<file path="src/hdl/cartesian_to_spherical_top_assert.svh">
// assertion macros for cartesian_to_spherical_top, the file that checks itself
`ifndef CARTESIAN_TO_SPHERICAL_TOP_ASSERT_SVH
`define CARTESIAN_TO_SPHERICAL_TOP_ASSERT_SVH

// condition implies consequence in the same cycle
`define CTS_ASSERT_SAME(lbl, ante, cons, msg) \
	lbl: assert property (@(posedge clk) disable iff (!arst_n) (ante) |-> (cons)) \
		else $error(msg);

// condition implies consequence in the next cycle
`define CTS_ASSERT_NEXT(lbl, ante, cons, msg) \
	lbl: assert property (@(posedge clk) disable iff (!arst_n) (ante) |=> (cons)) \
		else $error(msg);

`endif

</file>
<file path="src/hdl/cts_pkg.sv">
package cts_pkg;

	localparam int COORD_WIDTH_DEF  = 24;
	localparam int ANGLE_STAGES_DEF = 24;
	localparam int GUARD_BITS       = 8;
	localparam int ANG_W            = 34;
	localparam int ZEN_W            = 23;
	localparam int AZ_W             = 24;

	localparam logic signed [ANG_W-1:0] HALF_PI_A = 34'sh040000000;
	localparam logic signed [ANG_W-1:0] OUT_PI_A  = 34'sd4194304;

	typedef struct packed {
		logic full;
		logic not_empty;
	} cts_fifo_stat_t;

	// arctangent of 2^-i, pi = 2^31
	function automatic logic signed [ANG_W-1:0] atan_val(input int idx);
		unique case (idx)
			0:  return 34'sh020000000;
			1:  return 34'sh012E4051E;
			2:  return 34'sh009FB385B;
			3:  return 34'sh0051111D4;
			4:  return 34'sh0028B0D43;
			5:  return 34'sh00145D7E1;
			6:  return 34'sh000A2F61E;
			7:  return 34'sh000517C55;
			8:  return 34'sh00028BE53;
			9:  return 34'sh000145F2F;
			10: return 34'sh0000A2F98;
			11: return 34'sh0000517CC;
			12: return 34'sh000028BE6;
			13: return 34'sh0000145F3;
			14: return 34'sh00000A2FA;
			15: return 34'sh00000517D;
			16: return 34'sh0000028BE;
			17: return 34'sh00000145F;
			18: return 34'sh000000A30;
			19: return 34'sh000000518;
			20: return 34'sh00000028C;
			21: return 34'sh000000146;
			22: return 34'sh0000000A3;
			23: return 34'sh000000051;
			24: return 34'sh000000029;
			25: return 34'sh000000014;
			26: return 34'sh00000000A;
			27: return 34'sh000000005;
			28: return 34'sh000000003;
			29: return 34'sh000000001;
			30: return 34'sh000000001;
			default: return '0;
		endcase
	endfunction

endpackage

</file>
<file path="src/hdl/cts_sqrt_pipe.sv">
// integer square root, one result bit per stage, remainder kept
module cts_sqrt_pipe import cts_pkg::*; #(
	parameter int IN_W   = 66,
	parameter int SIDE_W = 1
) (
	input  logic              clk,
	input  logic              arst_n,
	input  logic              en,
	input  logic              in_valid,
	input  logic [IN_W-1:0]   radicand,
	input  logic [SIDE_W-1:0] side_in,
	output logic              out_valid,
	output logic [IN_W/2-1:0] root,
	output logic [IN_W/2+1:0] rem,
	output logic [SIDE_W-1:0] side_out
);

	localparam int RW = IN_W / 2;

	logic [IN_W-1:0]   rad_s  [RW];
	logic [RW-1:0]     root_s [RW];
	logic [RW+1:0]     rem_s  [RW];
	logic [SIDE_W-1:0] side_s [RW];
	logic              v_s    [RW];

	for (genvar k = 0; k < RW; k++) begin : g_stage
		logic [IN_W-1:0]   rad_in;
		logic [RW-1:0]     root_in;
		logic [RW+1:0]     rem_in;
		logic [SIDE_W-1:0] side_i;
		logic              v_in;
		logic [RW+1:0]     rem_sh;
		logic [RW+1:0]     trial;
		logic              ge;

		if (k == 0) begin : g_first
			assign rad_in  = radicand;
			assign root_in = '0;
			assign rem_in  = '0;
			assign side_i  = side_in;
			assign v_in    = in_valid;
		end else begin : g_next
			assign rad_in  = rad_s[k-1];
			assign root_in = root_s[k-1];
			assign rem_in  = rem_s[k-1];
			assign side_i  = side_s[k-1];
			assign v_in    = v_s[k-1];
		end

		// earlier remainders stay below 2^RW
		assign rem_sh = {rem_in[RW-1:0], rad_in[IN_W-1 -: 2]};
		assign trial  = {root_in, 2'b01};
		assign ge     = (rem_sh >= trial);

		always_ff @(posedge clk or negedge arst_n) begin
			if (!arst_n) begin
				v_s[k] <= 1'b0;
			end else if (en) begin
				v_s[k] <= v_in;
			end
		end

		always_ff @(posedge clk) begin
			if (en) begin
				rad_s[k]  <= rad_in << 2;
				root_s[k] <= {root_in[RW-2:0], ge};
				rem_s[k]  <= ge ? (rem_sh - trial) : rem_sh;
				side_s[k] <= side_i;
			end
		end
	end

	assign out_valid = v_s[RW-1];
	assign root      = root_s[RW-1];
	assign rem       = rem_s[RW-1];
	assign side_out  = side_s[RW-1];

endmodule

</file>
<file path="config.mk">
export PLATFORM = sky130hd
export DESIGN_NAME = cts_sqrt_pipe
export DESIGN_NICKNAME = d
export VERILOG_FILES = /design/src/hdl/cartesian_to_spherical_top_assert.svh /design/src/hdl/cts_pkg.sv /design/src/hdl/cts_sqrt_pipe.sv
export SDC_FILE = /design/constraint.sdc
export NUM_CORES = 2
export LEC_CHECK = 0
export ABC_AREA = 0
export BUFFER_PORTS_ARGS = -buffer_cell sky130_fd_sc_hd__buf_2
export CAP_MARGIN = 10
export CORE_MARGIN = 4
export CORE_UTILIZATION = 48
export DETAILED_ROUTE_END_ITERATION = 7
export GPL_ROUTABILITY_DRIVEN = 0
export PLACE_DENSITY = 0.75
export SLEW_MARGIN = 10
export SYNTH_ARGS = -nofsm -noshare
export SYNTH_HDL_FRONTEND = slang
export SYNTH_MEMORY_MAX_BITS = 65536
export SYNTH_SLANG_ARGS = --single-unit
</file>
<file path="constraint.sdc">
create_clock -name clk -period 4.9 [get_ports clk]
set_input_delay 0.98 -clock clk [delete_from_list [all_inputs] [get_ports clk]]
set_output_delay 0.98 -clock clk [all_outputs]
set_load 0.1 [all_outputs]
</file>
==> summary.txt <==
Route
  • Via count: 77500
  • Vias/cell: 5.61
  • DRC viols: 0
  • Routed len/inst: around 18 um
  • Starting DRT DRC Count: roughly 7300
  • Post-route ant nets: 0
  • Total wire length: 253000 um
  • DRT Pass-1 Iters: 6

Worst setup path
  • Internal reg-to-reg setup slack: 0.50 ns
  • Slowest cell delay on critical path: 0.74 ns
  • Crit end category: flip-flop
  • CP Cell Sequence: inv_1 > ha_1 > a21o_1 > a22o_1 > nor3_1 > nor3_1 > o31ai_1 > o21bai_2 > buf_4 > nand2_1 > a211o_1 > nor3_1 > xor2_1
  • Startpoint types: flip-flop
  • Cell repeated most along the worst path: nor3_1
  • CP Class: flip-flop to flip-flop
  • Max FO, Critical Path: 45
  • Arrival time at the worst endpoint: 4.97 ns
  • Slowest CP cell: nor3_1
  • Req. time, crit path: roughly 5.5 ns

STA
  • Worst Tran Pin Value: 1.13 ns
  • Highest Clock Rate: ~230 MHz
  • Slew margin rel.: roughly 24%
  • Final WS setup: 0.505 ns
  • Final min period: between 4 and 5 ns
  • Slew Limit Fails: 0
  • Unrepaired setup endpoints after global routing: no
  • Final setup viols: 0
  • TNS Setup: 0 ns
  • Hold slack: 0.131 ns
  • Final Hold Fails: 0
  • Clock skew: 0.0967 ns
  • Crit share post-route: 89.7%

Placed design
  • Post-DP HPWL: 178000 um
  • Placement Setup Slack: 0.369 ns
  • Placed cell area: about 0.13 mm^2
  • Port bufs: 140

Yosys
  • Synthesized Nets: 10400
  • Seq/Total Area, Yosys: 64.7%
  • Top cell types by occurrence after synthesis: edfxtp_1 (2692), inv_1 (763), nand2_1 (703)
  • Post-Synthesis Cells: 9715
  • Synth warn: 0
  • Main flop type after synthesis: edfxtp_1
  • Synth cell types: 84
  • Post-synth EDFFs: 2692
  • Cell Area, Synth: 0.126 mm^2
  • Post-synth ARST share: 1.21%
  • Synth area leaders: edfxtp_1 (64%), ha_1 (5.9%), xor2_1 (3.1%)
  • Largest area contributor in the netlist: edfxtp_1
  • Yosys reg bits: 2725
  • Syn_area_per_cell: around 13 um^2
  • Yosys top cell area share: 64.0%
  • Count leader, synth: edfxtp_1

Clock tree
  • Setup Buffers After CTS: 0
  • Clock sinks: ~2700
  • Skew-Pair Late Insertion Delay: 0.91 ns
  • Longest Clk Path Bufs: 4
  • CTS clk-pin slew, worst paths: 0.06 ns
  • TritonCTS Buffers: 290
  • Root Driver: clkbuf_16
  • CTS tree: yes
  • H-tree depth: 5

Power
  • Clk pwr share: 31.1%
  • Sequential power share: 45.2%
  • Switch share: 30.0%
  • Power Density: just under 500 mW/mm^2
  • Int Power: slightly below 50000 uW
  • Max rail drop VDD: 0.679 mV
  • P_sw: roughly 21000 uW
  • Leakage power: 0.0541 uW
  • Combinational power share: 23.6%

Die
  • Total Die Area: 0.271 mm^2
  • Number of core rows: around 190
  • Die Ht: 521 um
  • I/O pin cnt: 141
  • Horiz. Die Dim: roughly 520 um
  • Initial Utilization: 48.2%
  • Core area: 0.262 mm^2

Status
  • Status: finished clean

Final layout
  • Layout area overhead: 12.0%
  • Final core utilization: between 50% and 60%
  • Total Nets Final: 10700
  • Final instance area: 0.141 mm^2
  • Layout cells sized above 1: between 8 and 9%
  • Fillers: 21000

Global route
  • Largest net degree at the start of global routing: 121
  • GRT Overall Usage: 18.2%
  • Initial antenna violation count: 3
  • Number of global-route vias before repair: 77700
  • First-pass GRT wire length: between 400000 and 500000 um
  • Total gr overflow: 0

Job
  • Maxcap violations: 0

Min path
  • Worst hold path type: primary input to async pin
registers in the layout (all words and copies together) (netlist names):
name	cells
side_s	33
rem_s	1042
g_stage.v_in	32
out_valid	1
root_s	561
rad_s	1056
area by class of cell:
type	count	area [um^2]	share of cell area [%]
multi-input combinational	6040	41100	29.0
clock buffer	343	7580	5.36
tap	3515	4400	3.11
inverter	768	2890	2.04
sequential	2725	81700	57.8
timing repair buffer	244	1830	1.30
clock inverter	176	1960	1.38
antenna	1	2.50	0.00177
cells by family after synthesis:
group	after synthesis	synth area share [%]
AOI/OAI and AO/OA	1953	9.61
xor gates and xnor gates	855	5.93
adders and majority gates	597	5.92
buffers and inverters	950	2.84
DFF	2725	64.7
muxes	146	1.29
other	1	0.00297
and+or+nand+nor	2488	9.73
cell usage in the layout (no fill, tap or decap), types with 24 or more instances in the layout:
master,count
o21ai_0,550
inv_1,763
a21o_1,269
clkinv_2,45
o21a_1,97
a2111oi_0,25
nand2_1,703
clkbuf_16,295
a211oi_1,49
clkinv_1,57
nand4_1,95
nor2_1,535
or4_1,67
clkbuf_1,46
buf_12,28
a21oi_1,560
edfxtp_1,2692
o211ai_1,24
and2_1,45
o21bai_1,39
a31oi_1,43
dfrtp_1,33
o31ai_1,78
ha_1,597
bufinv_16,32
buf_2,139
buf_4,77
nand3_1,153
nor2b_1,92
nand2b_1,131
nand3b_1,25
nor3_1,227
or3_1,111
nor4_1,117
xnor2_1,406
or2_2,52
mux2_2,135
xor2_1,449
and3_1,54
layer usage:
| layer | track usage (%) | vias to the layer above | share of wire, % | wire [um] |
|---|---|---|---|---|
| li1 | - | 36700 | - | - |
| met1 | 21.8 | 37200 | 39 | 99500 |
| met2 | 31.4 | 2743 | 49 | 125000 |
| met3 | 2.99 | 832 | 5.6 | 14100 |
| met4 | 9.62 | 2 | 5.7 | 14400 |
| met5 | 0 | - | 0.0051 | 13 |
critical path: cells and delay by family (launching register included):
| kind | cells | cell delay [ns] |
|---|---|---|
| AOI/OAI and AO/OA | 5 | 1.50 |
| and+or+nand+nor | 4 | 1.08 |
| DFF | 1 | 0.54 |
| buffers and inverters | 2 | 0.41 |
| adders and majority gates | 1 | 0.41 |
| xor gates and xnor gates | 1 | 0.17 |
worst paths after layout:
| path | startpoint | to | depth (start not counted) |
|---|---|---|---|
| max | root_s[0][696] | rem_s[0][796] | 13 |
| min | arst_n | g_stage[32].v_in | 1 |
| max reg2reg | root_s[0][696] | rem_s[0][796] | 13 |
| min reg2reg | rad_s[0][749] | rad_s[0][815] | 0 |
| max in group asynchronous | arst_n | g_stage[21].v_in | 1 |
| min in group clk | radicand[18] | rad_s[0][18] | 1 |
through the flow:
stage	cells	total power, uW
floorplan	9715	43800
global placement	13300	47800
detailed placement	13300	48500
CTS	13800	70600
global route	13800	73700
finish	13800	70300
power groups by stage:
stage / Sequential [uW] / Clock [uW] / Combinational (uW)
6_report: 31800 / 21900 / 16600
3_3_place_gp: 32100 / 0 / 15700
3_5_place_dp: 32200 / 0 / 16300
2_1_floorplan: 32500 / 0 / 11300
4_1_cts: 31800 / 22500 / 16400
5_1_grt: 32100 / 23500 / 18200
what timing repair did:
item                                    4_1_cts  5_1_grt
endpoints found under the setup margin        0        1
resized for setup                             0        1
hold buffers                                  0        0
Note: power is estimated with default switching activity, not from simulation.
