--- config.mk ---
export PLATFORM = sky130hd
export DESIGN_NAME = cts_out_fifo
export DESIGN_NICKNAME = d
export VERILOG_FILES = /design/src/hdl/cartesian_to_spherical_top_assert.svh /design/src/hdl/cts_pkg.sv /design/src/hdl/cts_out_fifo.sv
export SDC_FILE = /design/constraint.sdc
export NUM_CORES = 1
export LEC_CHECK = 0
export BUFFER_PORTS_ARGS = -buffer_cell sky130_fd_sc_hd__buf_2
export CAP_MARGIN = 20
export CORE_UTILIZATION = 52
export CTS_CLUSTER_DIAMETER = 60
export CTS_CLUSTER_SIZE = 30
export DETAILED_ROUTE_END_ITERATION = 12
export GPL_ROUTABILITY_DRIVEN = 0
export PLACE_DENSITY = 0.82
export SYNTH_ARGS = -nofsm -noshare
export SYNTH_HDL_FRONTEND = slang
export SYNTH_SLANG_ARGS = --single-unit
--- constraint.sdc ---
create_clock -name clk -period 5.6 [get_ports clk]
set_input_delay 0.28 -clock clk [delete_from_list [all_inputs] [get_ports clk]]
set_output_delay 0.28 -clock clk [all_outputs]
set_load 0.1 [all_outputs]
--- src/hdl/cartesian_to_spherical_top_assert.svh ---
// assertion macros for cartesian_to_spherical_top, the file that checks itself
`ifndef CARTESIAN_TO_SPHERICAL_TOP_ASSERT_SVH
`define CARTESIAN_TO_SPHERICAL_TOP_ASSERT_SVH

// condition implies consequence in the same cycle
`define CTS_ASSERT_SAME(lbl, ante, cons, msg) \
	lbl: assert property (@(posedge clk) disable iff (!arst_n) (ante) |-> (cons)) \
		else $error(msg);

// condition implies consequence in the next cycle
`define CTS_ASSERT_NEXT(lbl, ante, cons, msg) \
	lbl: assert property (@(posedge clk) disable iff (!arst_n) (ante) |=> (cons)) \
		else $error(msg);

`endif

--- src/hdl/cts_pkg.sv ---
package cts_pkg;

	localparam int COORD_WIDTH_DEF  = 24;
	localparam int ANGLE_STAGES_DEF = 24;
	localparam int GUARD_BITS       = 8;
	localparam int ANG_W            = 34;
	localparam int ZEN_W            = 23;
	localparam int AZ_W             = 24;

	localparam logic signed [ANG_W-1:0] HALF_PI_A = 34'sh040000000;
	localparam logic signed [ANG_W-1:0] OUT_PI_A  = 34'sd4194304;

	typedef struct packed {
		logic full;
		logic not_empty;
	} cts_fifo_stat_t;

	// arctangent of 2^-i, pi = 2^31
	function automatic logic signed [ANG_W-1:0] atan_val(input int idx);
		unique case (idx)
			0:  return 34'sh020000000;
			1:  return 34'sh012E4051E;
			2:  return 34'sh009FB385B;
			3:  return 34'sh0051111D4;
			4:  return 34'sh0028B0D43;
			5:  return 34'sh00145D7E1;
			6:  return 34'sh000A2F61E;
			7:  return 34'sh000517C55;
			8:  return 34'sh00028BE53;
			9:  return 34'sh000145F2F;
			10: return 34'sh0000A2F98;
			11: return 34'sh0000517CC;
			12: return 34'sh000028BE6;
			13: return 34'sh0000145F3;
			14: return 34'sh00000A2FA;
			15: return 34'sh00000517D;
			16: return 34'sh0000028BE;
			17: return 34'sh00000145F;
			18: return 34'sh000000A30;
			19: return 34'sh000000518;
			20: return 34'sh00000028C;
			21: return 34'sh000000146;
			22: return 34'sh0000000A3;
			23: return 34'sh000000051;
			24: return 34'sh000000029;
			25: return 34'sh000000014;
			26: return 34'sh00000000A;
			27: return 34'sh000000005;
			28: return 34'sh000000003;
			29: return 34'sh000000001;
			30: return 34'sh000000001;
			default: return '0;
		endcase
	endfunction

endpackage

--- src/hdl/cts_out_fifo.sv ---
// two-entry output buffer between the pipeline and the result stream
module cts_out_fifo import cts_pkg::*; #(
	parameter int DW = 73
) (
	input  logic           clk,
	input  logic           arst_n,
	input  logic           push,
	input  logic [DW-1:0]  din,
	input  logic           pop_ready,
	output logic [DW-1:0]  dout,
	output cts_fifo_stat_t stat
);

	logic [DW-1:0] mem_q [2];
	logic          wr_q;
	logic          rd_q;
	logic [1:0]    cnt_q;
	logic          pop;

	assign stat.not_empty = (cnt_q != 2'd0);
	assign stat.full      = (cnt_q == 2'd2);
	assign pop            = stat.not_empty && pop_ready;
	assign dout           = mem_q[rd_q];

	always_ff @(posedge clk or negedge arst_n) begin
		if (!arst_n) begin
			wr_q  <= 1'b0;
			rd_q  <= 1'b0;
			cnt_q <= 2'd0;
		end else begin
			if (push) begin
				wr_q <= ~wr_q;
			end
			if (pop) begin
				rd_q <= ~rd_q;
			end
			if (push && !pop) begin
				cnt_q <= cnt_q + 2'd1;
			end else if (pop && !push) begin
				cnt_q <= cnt_q - 2'd1;
			end
		end
	end

	always_ff @(posedge clk) begin
		if (push) begin
			mem_q[wr_q] <= din;
		end
	end

endmodule

==> results.md, run 1 <==
* Maxcap violations at 0
* DP Cell Count at 524
* Tmin final at 3.036 ns
* Routed length per instance at 16.97 um
* Remaining Overflow, GRT at 0
* Max frequency at 329.4 MHz
* Syn-to-layout area delta at 38.07%
* Via density at 4.874
* Post-CTS sizing at 0
* Flops & latches, synth at 150
* I/O pins at 152
* CP max FO at 46
* Worst r2r path cells at 2
* Post-synth top area share at 76.84%
* Clock skew at 0.006325 ns
* Vias in the first global route at 3,257
* Clock transition at path regs at 0.05 ns
* DR iter-0 viols at 100
* Antenna violations before repair at 0
* Worst hold margin at 0.02174 ns
* Num Clock Sinks at 150
* Die height at 106.7 um
* Die area at 0.01139 mm2
* Largest net degree at the start of global routing at 74
* Startpoint types: flip-flop
* DRC viols at 0
* Tcrit/Tclk final at 54.21%
* Unrepaired setup endpoints after global routing: false
* Total length of routed wires at 10,670 um
* CTS root buf: clkbuf_8
* Post-Place Cell Area at 0.006576 mm2
* Synth area leaders: edfxtp_1, mux2_4, mux2_2, dfrtp_1, buf_6
* Die Wd at 106.7 um
* Yosys warns at 0
* Num CTS Buffers at 17
* TritonCTS clock tree: yes
* Slew Limit Headroom at 33.80%
* Fin. Hold Viols at 0
* Critical Path RT at 5.32 ns
* Synth area leader: edfxtp_1
* Sequential share of the synthesized area at 78.60%
* DRT antenna net count at 0
* Syn nets at 321
* WS Path Type: reg -> out
* Worst Hold Class: in -> reg
* Clk_lat worst skew at 0.52 ns
* Rows at 37
* Nets@finish at 559
* Mapped cell area at 0.005705 mm2
* Drt pass-1 iters at 4
* Pins Over Slew Limit at 0
* Final setup fails at 0
* # diodes at 0
* Tightest Pin Transition at 0.9931 ns
* Hold depth at 2
* CTS Buffer Depth at 2
* Final Non-Filler Cells at 629
* Mean Syn Cell Area at 23.48 um2
* Outcome: finished clean
* Worst Setup End Kind: output pin
* Post-Syn Instances at 243
* Detailed placement HPWL at 5972 um
* Yosys cell types at 15
* Initial Utilization at 54.53%
* Via count at 3,066
* Arrival @ worst endpoint at 2.76 ns
* Global-route wire length before repair at 16,000 um
* IO buf count at 151
* Design Area, Final at 0.007878 mm2
* Core area at 0.01046 mm2
* Tot GR Track Use at 19.48%
* Final TNS setup at 0 ns
* H-tree depth at 4
* Share of cells above drive strength 1 at 51.93%
-- state kept, by name (all words and copies together), names as in the netlist --
name   cells
cnt_q      2
mem_q    146
rd_q       1
wr_q       1
-- cells by family (layout without fill, tap and decap cells) --
| logic type | count (synthesis) | count (layout) | synth area share [%] |
|---|---|---|---|
| multiplexers | 73 | 73 | 18.36 |
| XOR/XNOR | 5 | 5 | 0.7677 |
| adder cells (fa/ha/maj) | 1 | 1 | 0.2193 |
| AND/OR/NAND/NOR | 6 | 6 | 0.5922 |
| buffers and inverters | 8 | 258 | 1.469 |
| flip-flops | 150 | 150 | 78.60 |
-- synthesized netlist by cell type --
cell,number
edfxtp_1,146
mux2_4,60
mux2_2,13
buf_6,7
dfrtp_1,4
xor2_1,3
xnor2_1,2
and2_1,1
and2b_1,1
buf_2,1
ha_1,1
nand2_1,1
nor2_1,1
nor2b_1,1
or2_2,1
-- repair_timing --
item,4_1_cts,5_1_grt
buffers inserted,0,0
hold buffers,74,0
hold endpoints to repair,150,0
-- final timing paths --
kind	startpoint	end	slack, ns
setup / recovery	rd_q$_DFFE_PN0P_	dout[70]	2.56
hold / removal	push	wr_q$_DFFE_PN0P_	0.02
setup reg to reg	wr_q$_DFFE_PN0P_	mem_q[0][9]$_DFFE_PP_	3.48
hold reg to reg	cnt_q[1]$_DFFE_PN0P_	cnt_q[1]$_DFFE_PN0P_	0.49
max in group asynchronous	arst_n	rd_q$_DFFE_PN0P_	5.37
min in group asynchronous	arst_n	rd_q$_DFFE_PN0P_	0.10
-- layer usage --
layer / share of wire (%) / GRT usage [%]
met2: 54 / 35.39
met5: 0 / 0
met1: 38 / 20.71
met3: 5.7 / 6.322
met4: 1.8 / 8.023
-- per-stage QoR --
stage | utilization (%) | setup WS (ns)
2_1_floorplan | - | 1.444
3_3_place_gp | 62.86 | 3.118
3_5_place_dp | 62.86 | 3.096
4_1_cts | 75.29 | 2.533
5_1_grt | 75.29 | 2.453
6_report | 75.29 | 2.564
-- critical path: stages (launching register included) --
cell	delay (ns)
dfrtp_4	0.73
buf_4	0.73
mux2_2	0.31
buf_2	0.42
-- cell usage in the layout (no fill, tap or decap), drive strengths merged --
master / synthesis / routed
and2: 1 / 1
buf: 8 / 153
edfxtp: 146 / 146
clkinv: 0 / 7
xor2: 3 / 3
bufinv: 0 / 3
and2b: 1 / 1
nor2b: 1 / 1
dlygate4sd3: 0 / 74
or2: 1 / 1
ha: 1 / 1
dfrtp: 4 / 4
nor2: 1 / 1
nand2: 1 / 1
xnor2: 2 / 2
clkbuf: 0 / 21
mux2: 73 / 73
-- layout make-up --
cell class	instances	area, um2
Clock buffer	21	429.2
Clock inverter	10	131.4
Fill cell	597	2585
Multi-Input combinational cell	85	1147
Sequential cell	150	4488
Tap cell	136	170.2
Timing Repair Buffer	227	1511
Power of run 1 is left out: the tool's default activity adds up to more than one toggle a clock period on the data nets, which glitch-free logic cannot reach.
==> run 2: changes to the inputs <==
- ABC_AREA: default -> 1
- clock period: 5.6 -> 2.85 ns (I/O delays scaled with it)
==> results.md, run 2 <==
* Outcome: finished clean
* Multi-input logic area at 917.1 um2 (-20%)
* XOR/XNOR Fraction of Synth Area at 0.3171% (-0.45 points)
* DRC viols at 0 (unchanged)
* Final TNS setup at 0 ns (unchanged)
* Mean Syn Cell Area at 13.51 um2 (-42%)
* Yosys cell types at 14 (-1)
* Largest family of logic cells by synthesized area: simple AND/OR/NAND/NOR gates
* Tightest Pin Transition at 0.5513 ns (-0.4417 ns)
* I/O pins at 152 (unchanged)
* DRT antenna net count at 0 (unchanged)
* IO buf count at 151 (unchanged)
* DR iter-0 viols at 228 (+130%)
* Synth area leader: edfxtp_1
* Register area at 0.004486 mm2 (about the same)
* Synth async-reset ratio at 2.667% (unchanged)
* Unrepaired setup endpoints after global routing: false
* CTS Buffer Depth at 2 (unchanged)
* Die area at 0.01104 mm2 (-3.1%)
* Critical Path RT at 2.71 ns (-2.61 ns)
* Synth Flop Type: edfxtp_1
* Nets@finish at 723 (+29%)
* Max FFs per register at 146 (unchanged)
* Max frequency at 390.5 MHz
* Clk_lat worst skew at 0.52 ns (about the same)
* Maxcap violations at 0 (unchanged)
* Largest registers: mem_q: 146 flops, cnt_q: 2 flops
* Largest net degree at the start of global routing at 74 (unchanged)
* WS Path Type: reg -> out
* Rows at 37 (unchanged)
* Syn nets at 487 (+52%)
* Fin. Hold Viols at 0 (unchanged)
* Via count at 3,879 (+27%)
* Die height at 105.1 um (-1.6%)
* Detailed placement HPWL at 6448 um (+8.0%)
* Pins Over Slew Limit at 0 (unchanged)
* Top reg by flops: mem_q
* Slew Limit Headroom at 63.25% (+29 points)
* CTS root buf: clkbuf_8
* EDFF count, synth at 146 (unchanged)
* Final setup fails at 0 (unchanged)
* Post-Synth Simple-Gate Area at 15.92% (+15 points)
* Synth Area in Adders at 0.2265% (+0.0072 points)
* Most common cell after layout, fill and taps aside: nand2_1
* Mapped cell area at 0.005524 mm2 (-3.2%)
* Hold depth at 2 (unchanged)
* H-tree depth at 4 (unchanged)
* Compound-gate portion of the synthesized area at 0% (unchanged)
* Startpoint types: flip-flop
* Remaining Overflow, GRT at 0 (unchanged)
* Worst Hold Class: in -> reg
* Antenna violations before repair at 0 (unchanged)
* Die Wd at 105.1 um (-1.6%)
* Post-synth top area share at 79.37% (+2.5 points)
* Syn-to-layout area delta at 40.18%
* Synth cell count leaders: nand2_1, edfxtp_1, buf_2, buf_4, inv_1
* Arrival @ worst endpoint at 2.42 ns (-0.34 ns)
* Num Clock Sinks at 150 (unchanged)
* Via density at 4.904 (+0.61%)
* Most frequent cells in the layout: nand2_1, buf_2, edfxtp_1, dlygate4sd3_1, clkbuf_16
* Num CTS Buffers at 17 (unchanged)
* Fill cells at 646 (+8.2%)
* Routed length per instance at 15.12 um (-11%)
* Mux cell area share after synthesis at 0% (-18 points)
* Count leader, synth: nand2_1
* Initial Utilization at 53.51% (-1.0 points)
* Tcrit/Tclk final at 89.86%
* TritonCTS clock tree: yes
* Fin util at 75.01% (-0.28 points)
* Core area at 0.01032 mm2 (-1.3%)
* Yosys warns at 0 (unchanged)
* Flop2flop setup slack at 1.35 ns (-2.13 ns)
* Global-route wire length before repair at 18,210 um (+14%)
* Tmin final at 2.561 ns
* Total length of routed wires at 11,960 um (+12%)
* Post-Syn Instances at 409 (+68%)
* Share of cells above drive strength 1 at 28.55% (-23 points)
* Worst r2r path cells at 3 (+1)
* Sequential share of the synthesized area at 81.18% (+2.6 points)
* Synth area leaders: edfxtp_1, nand2_1, dfrtp_1, buf_4, buf_2
* Clock transition at path regs at 0.06 ns (about the same)
* Drt pass-1 iters at 4 (unchanged)
* CP max FO at 51 (+11%)
* Clock skew at 0.006239 ns (-0.00008515 ns)
* Tot GR Track Use at 22.32% (+2.8 points)
* Worst Setup End Kind: output pin
* Vias in the first global route at 3,989 (+22%)
* Flops & latches, synth at 150 (unchanged)
* # diodes at 0 (unchanged)
run 2: changes by cell type after synthesis, sizes merged:
cell   change
nand3      +2
nand2    +227
buf        +8
xor2       -2
mux2      -73
inv        +7
xnor2      -1
and2       -1
nand4      +1
or2        -1
nor2b      -1
and2b      -1
nor2       +1
run 2: worst paths after layout:
kind	start	end
worst max-delay path	rd_q$_DFFE_PN0P_	dout[51]
worst min-delay path	din[48]	mem_q[0][48]$_DFFE_PP_
worst max register to register	rd_q$_DFFE_PN0P_	rd_q$_DFFE_PN0P_
worst min register to register	cnt_q[1]$_DFFE_PN0P_	cnt_q[1]$_DFFE_PN0P_
max in group asynchronous	arst_n	rd_q$_DFFE_PN0P_
min in group asynchronous	arst_n	cnt_q[1]$_DFFE_PN0P_
run 2: metrics by stage:
step                instance area, um2  cells  setup slack (ns)  hold WS [ns]
floorplan                         5527    409            0.1044       -0.1531
global placement                  6417    685            0.8366      -0.04784
detailed placement                6417    685            0.8002      -0.04303
CTS                               7744    791            0.2278        0.3222
global route                      7744    791           0.09807        0.3315
finish                            7744    791            0.2889        0.3439
run 2: logic make-up after synthesis:
logic type                 count (synthesis)
and+or+nand+nor                          233
buffers and inverters                     23
xor gates and xnor gates                   2
adders and majority gates                  1
DFF                                      150
run 2: worst max-delay path, cell delays in order (launching register included):
cell,delay (ns)
dfrtp_2,0.65
buf_4,0.53
nand2_1,0.12
nand2_1,0.13
buf_2,0.44
run 2: what timing repair did:
item / CTS / global route
setup buffers: 0 / 0
endpoints found under the hold margin: 152 / 0
hold buffers: 77 / 0
resized for setup: 0 / 0
run 2: layout make-up:
class	instances	area share [%]
multi-input cells	236	11.84
clock buffers	19	5.445
inverters	7	0.3393
repair buffers	233	20.52
clock inverters	10	1.729
flip-flops and latches	150	57.93
well taps	136	2.197
run 2: metal layers:
metal  GRT usage [%]  up-vias  part of all wire (%)
met5               0        -                     0
met4           10.76        0                   2.3
met3           6.176       30                   5.7
met2           40.82      167                    53
met1           23.61     1835                    39
li1                -     1847                     -
Power of run 2 is left out for the same reason.
==> run 3: changes to the inputs <==
- SETUP_SLACK_MARGIN: default -> 0.5
==> results.md, run 3 (synthesis results as in run 2) <==
* Tcrit/Tclk final at 77.01% (-13 points)
* Startpoint types: flip-flop
* Setup WS post-layout at 0.6553 ns (+0.3663 ns)
* Max frequency at 455.6 MHz (+17%)
* CP max-delay cell: dfrtp_2
* Hold endpoint: mem_q[0][47]$_DFFE_PP_
* Met3 usage at 6.737% (+0.56 points)
* CTS root buf: clkbuf_8
* Antenna violations before repair at 0 (unchanged)
* Worst Hold Class: in -> reg
* Detailed placement HPWL at 6390 um (-0.90%)
* GR met1 Demand/Resource at 25.52% (+1.9 points)
* HP Start: din[47]
* Nets@finish at 724 (+0.14%)
* Reg2Reg Launch Point: wr_q$_DFFE_PN0P_
* Worst Setup End Kind: output pin
* Slew Limit Headroom at 62.67% (-0.58 points)
* Tightest Pin Transition at 0.5600 ns (+0.008663 ns)
* # diodes at 0 (unchanged)
* Die height at 105.1 um (unchanged)
* DR iter-0 viols at 349 (+53%)
* Core area at 0.01032 mm2 (unchanged)
* Critical Path RT at 2.71 ns (about the same)
* Remaining Overflow, GRT at 0 (unchanged)
* Num CTS Buffers at 17 (unchanged)
* Rows at 37 (unchanged)
* Die Wd at 105.1 um (unchanged)
* DRC viols at 0 (unchanged)
* Setup bufs post-CTS at 0 (unchanged)
* Most frequent cells in the layout: nand2_1, edfxtp_1, buf_2, dlygate4sd3_1, buf_4
* CTS Buffer Depth at 2 (unchanged)
* Worst r2r path cells at 2 (-1)
* Fin. Hold Viols at 0 (unchanged)
* Post-Place Cell Area at 0.006412 mm2 (about the same)
* Outcome: finished clean
* TritonCTS clock tree: yes
* Most common cell after layout, fill and taps aside: nand2_1
* Tmin final at 2.195 ns (-0.3663 ns)
* Post-place setup slack at 0.9736 ns (+0.1734 ns)
* GRT busiest layer: met2
* IO buf count at 151 (unchanged)
* Final Non-Filler Cells at 793 (+0.25%)
* Vias in the first global route at 4,021 (+0.80%)
* Final setup fails at 0 (unchanged)
* DRT antenna net count at 0 (unchanged)
* Share of cells above drive strength 1 at 28.46% (-0.087 points)
* Num Clock Sinks at 150 (unchanged)
* Met2 GRT Util at 40.87% (+0.047 points)
* Tot GR Track Use at 22.96% (+0.63 points)
* Die area at 0.01104 mm2 (unchanged)
* Syn-to-layout area delta at 42.54%
* Clock skew at 0.01108 ns (+0.004845 ns)
* I/O pins at 152 (unchanged)
* Largest net degree at the start of global routing at 75 (+1.4%)
* Via count at 3,853 (-0.67%)
* Worst R2R End: mem_q[0][27]$_DFFE_PP_
* Via density at 4.859 (-0.92%)
* WS Path Type: reg -> out
* Final TNS setup at 0 ns (unchanged)
* DP Cell Count at 686 (+0.15%)
* Maxcap violations at 0 (unchanged)
* Arrival @ worst endpoint at 2.05 ns (-0.37 ns)
* Pins Over Slew Limit at 0 (unchanged)
* Global-route wire length before repair at 18,700 um (+2.7%)
* Unrepaired setup endpoints after global routing: false
* CP max FO at 29 (-43%)
* Routed length per instance at 15.39 um (+1.8%)
* Initial Utilization at 53.51% (unchanged)
* Total length of routed wires at 12,210 um (+2.1%)
* CP cell instances: clkinv_2 > buf_4 > nand2_1 > nand2_1 > buf_4
* Clock transition at path regs at 0.06 ns (about the same)
* Top reg by flops: mem_q
* Design Area, Final at 0.007874 mm2 (+1.7%)
* H-tree depth at 4 (unchanged)
* Max FFs per register at 146 (unchanged)
* CP max stage delay at 0.41 ns (-0.24 ns)
* Flop2flop setup slack at 1.49 ns (+0.14 ns)
* Largest registers: mem_q: 146 flops, cnt_q: 2 flops
* Clk_lat worst skew at 0.51 ns (about the same)
* Drt pass-1 iters at 4 (unchanged)
* Hold depth at 2 (unchanged)
-- run 3: critical path: cells and delay by family, from the launching register on --
kind	cells	cell delay, ns
buf+inv	3	0.93
flops	1	0.41
simple gates	2	0.18
-- run 3: routing by layer --
layer	vias to the layer above	routed length, um
li1	1850	-
met1	1815	4663
met4	0	172
met2	172	6658
met5	-	0
met3	16	713
-- run 3: worst max path at each step --
stage | depth (start not counted) | end | startpoint
after floorplan | 2 | mem_q[1][0]$_DFFE_PP_ | wr_q$_DFFE_PN0P_
after global placement | 5 | dout[13] | rd_q$_DFFE_PN0P_
after detailed placement | 5 | dout[23] | rd_q$_DFFE_PN0P_
after CTS | 4 | dout[45] | rd_q$_DFFE_PN0P_
after global routing | 5 | dout[12] | rd_q$_DFFE_PN0P_
final | 5 | dout[12] | rd_q$_DFFE_PN0P_
-- run 3: cell type report --
class | instances | area [um2]
Inverter | 7 | 27.53
Clock buffer | 20 | 425.4
Timing Repair Buffer | 234 | 1715
Tap cell | 136 | 170.2
Fill cell | 583 | 2450
Clock inverter | 10 | 132.6
Multi-Input combinational cell | 236 | 917.1
Sequential cell | 150 | 4486
-- run 3: what timing repair did --
| item | CTS | global route |
|---|---|---|
| hold endpoints to repair | 152 | 0 |
| hold buffers | 77 | 0 |
| resized for setup | 51 | 2 |
| endpoints found under the setup margin | 51 | 60 |
| pin swaps | 0 | 0 |
-- run 3: through the flow --
step                utilization, %  hold slack (ns)
floorplan                        -          -0.1531
global placement             62.11         -0.05109
detailed placement           62.11         -0.04823
CTS                          76.22           0.3214
global route                 76.27           0.3259
finish                       76.27           0.3518
Power of run 3 is left out for the same reason.
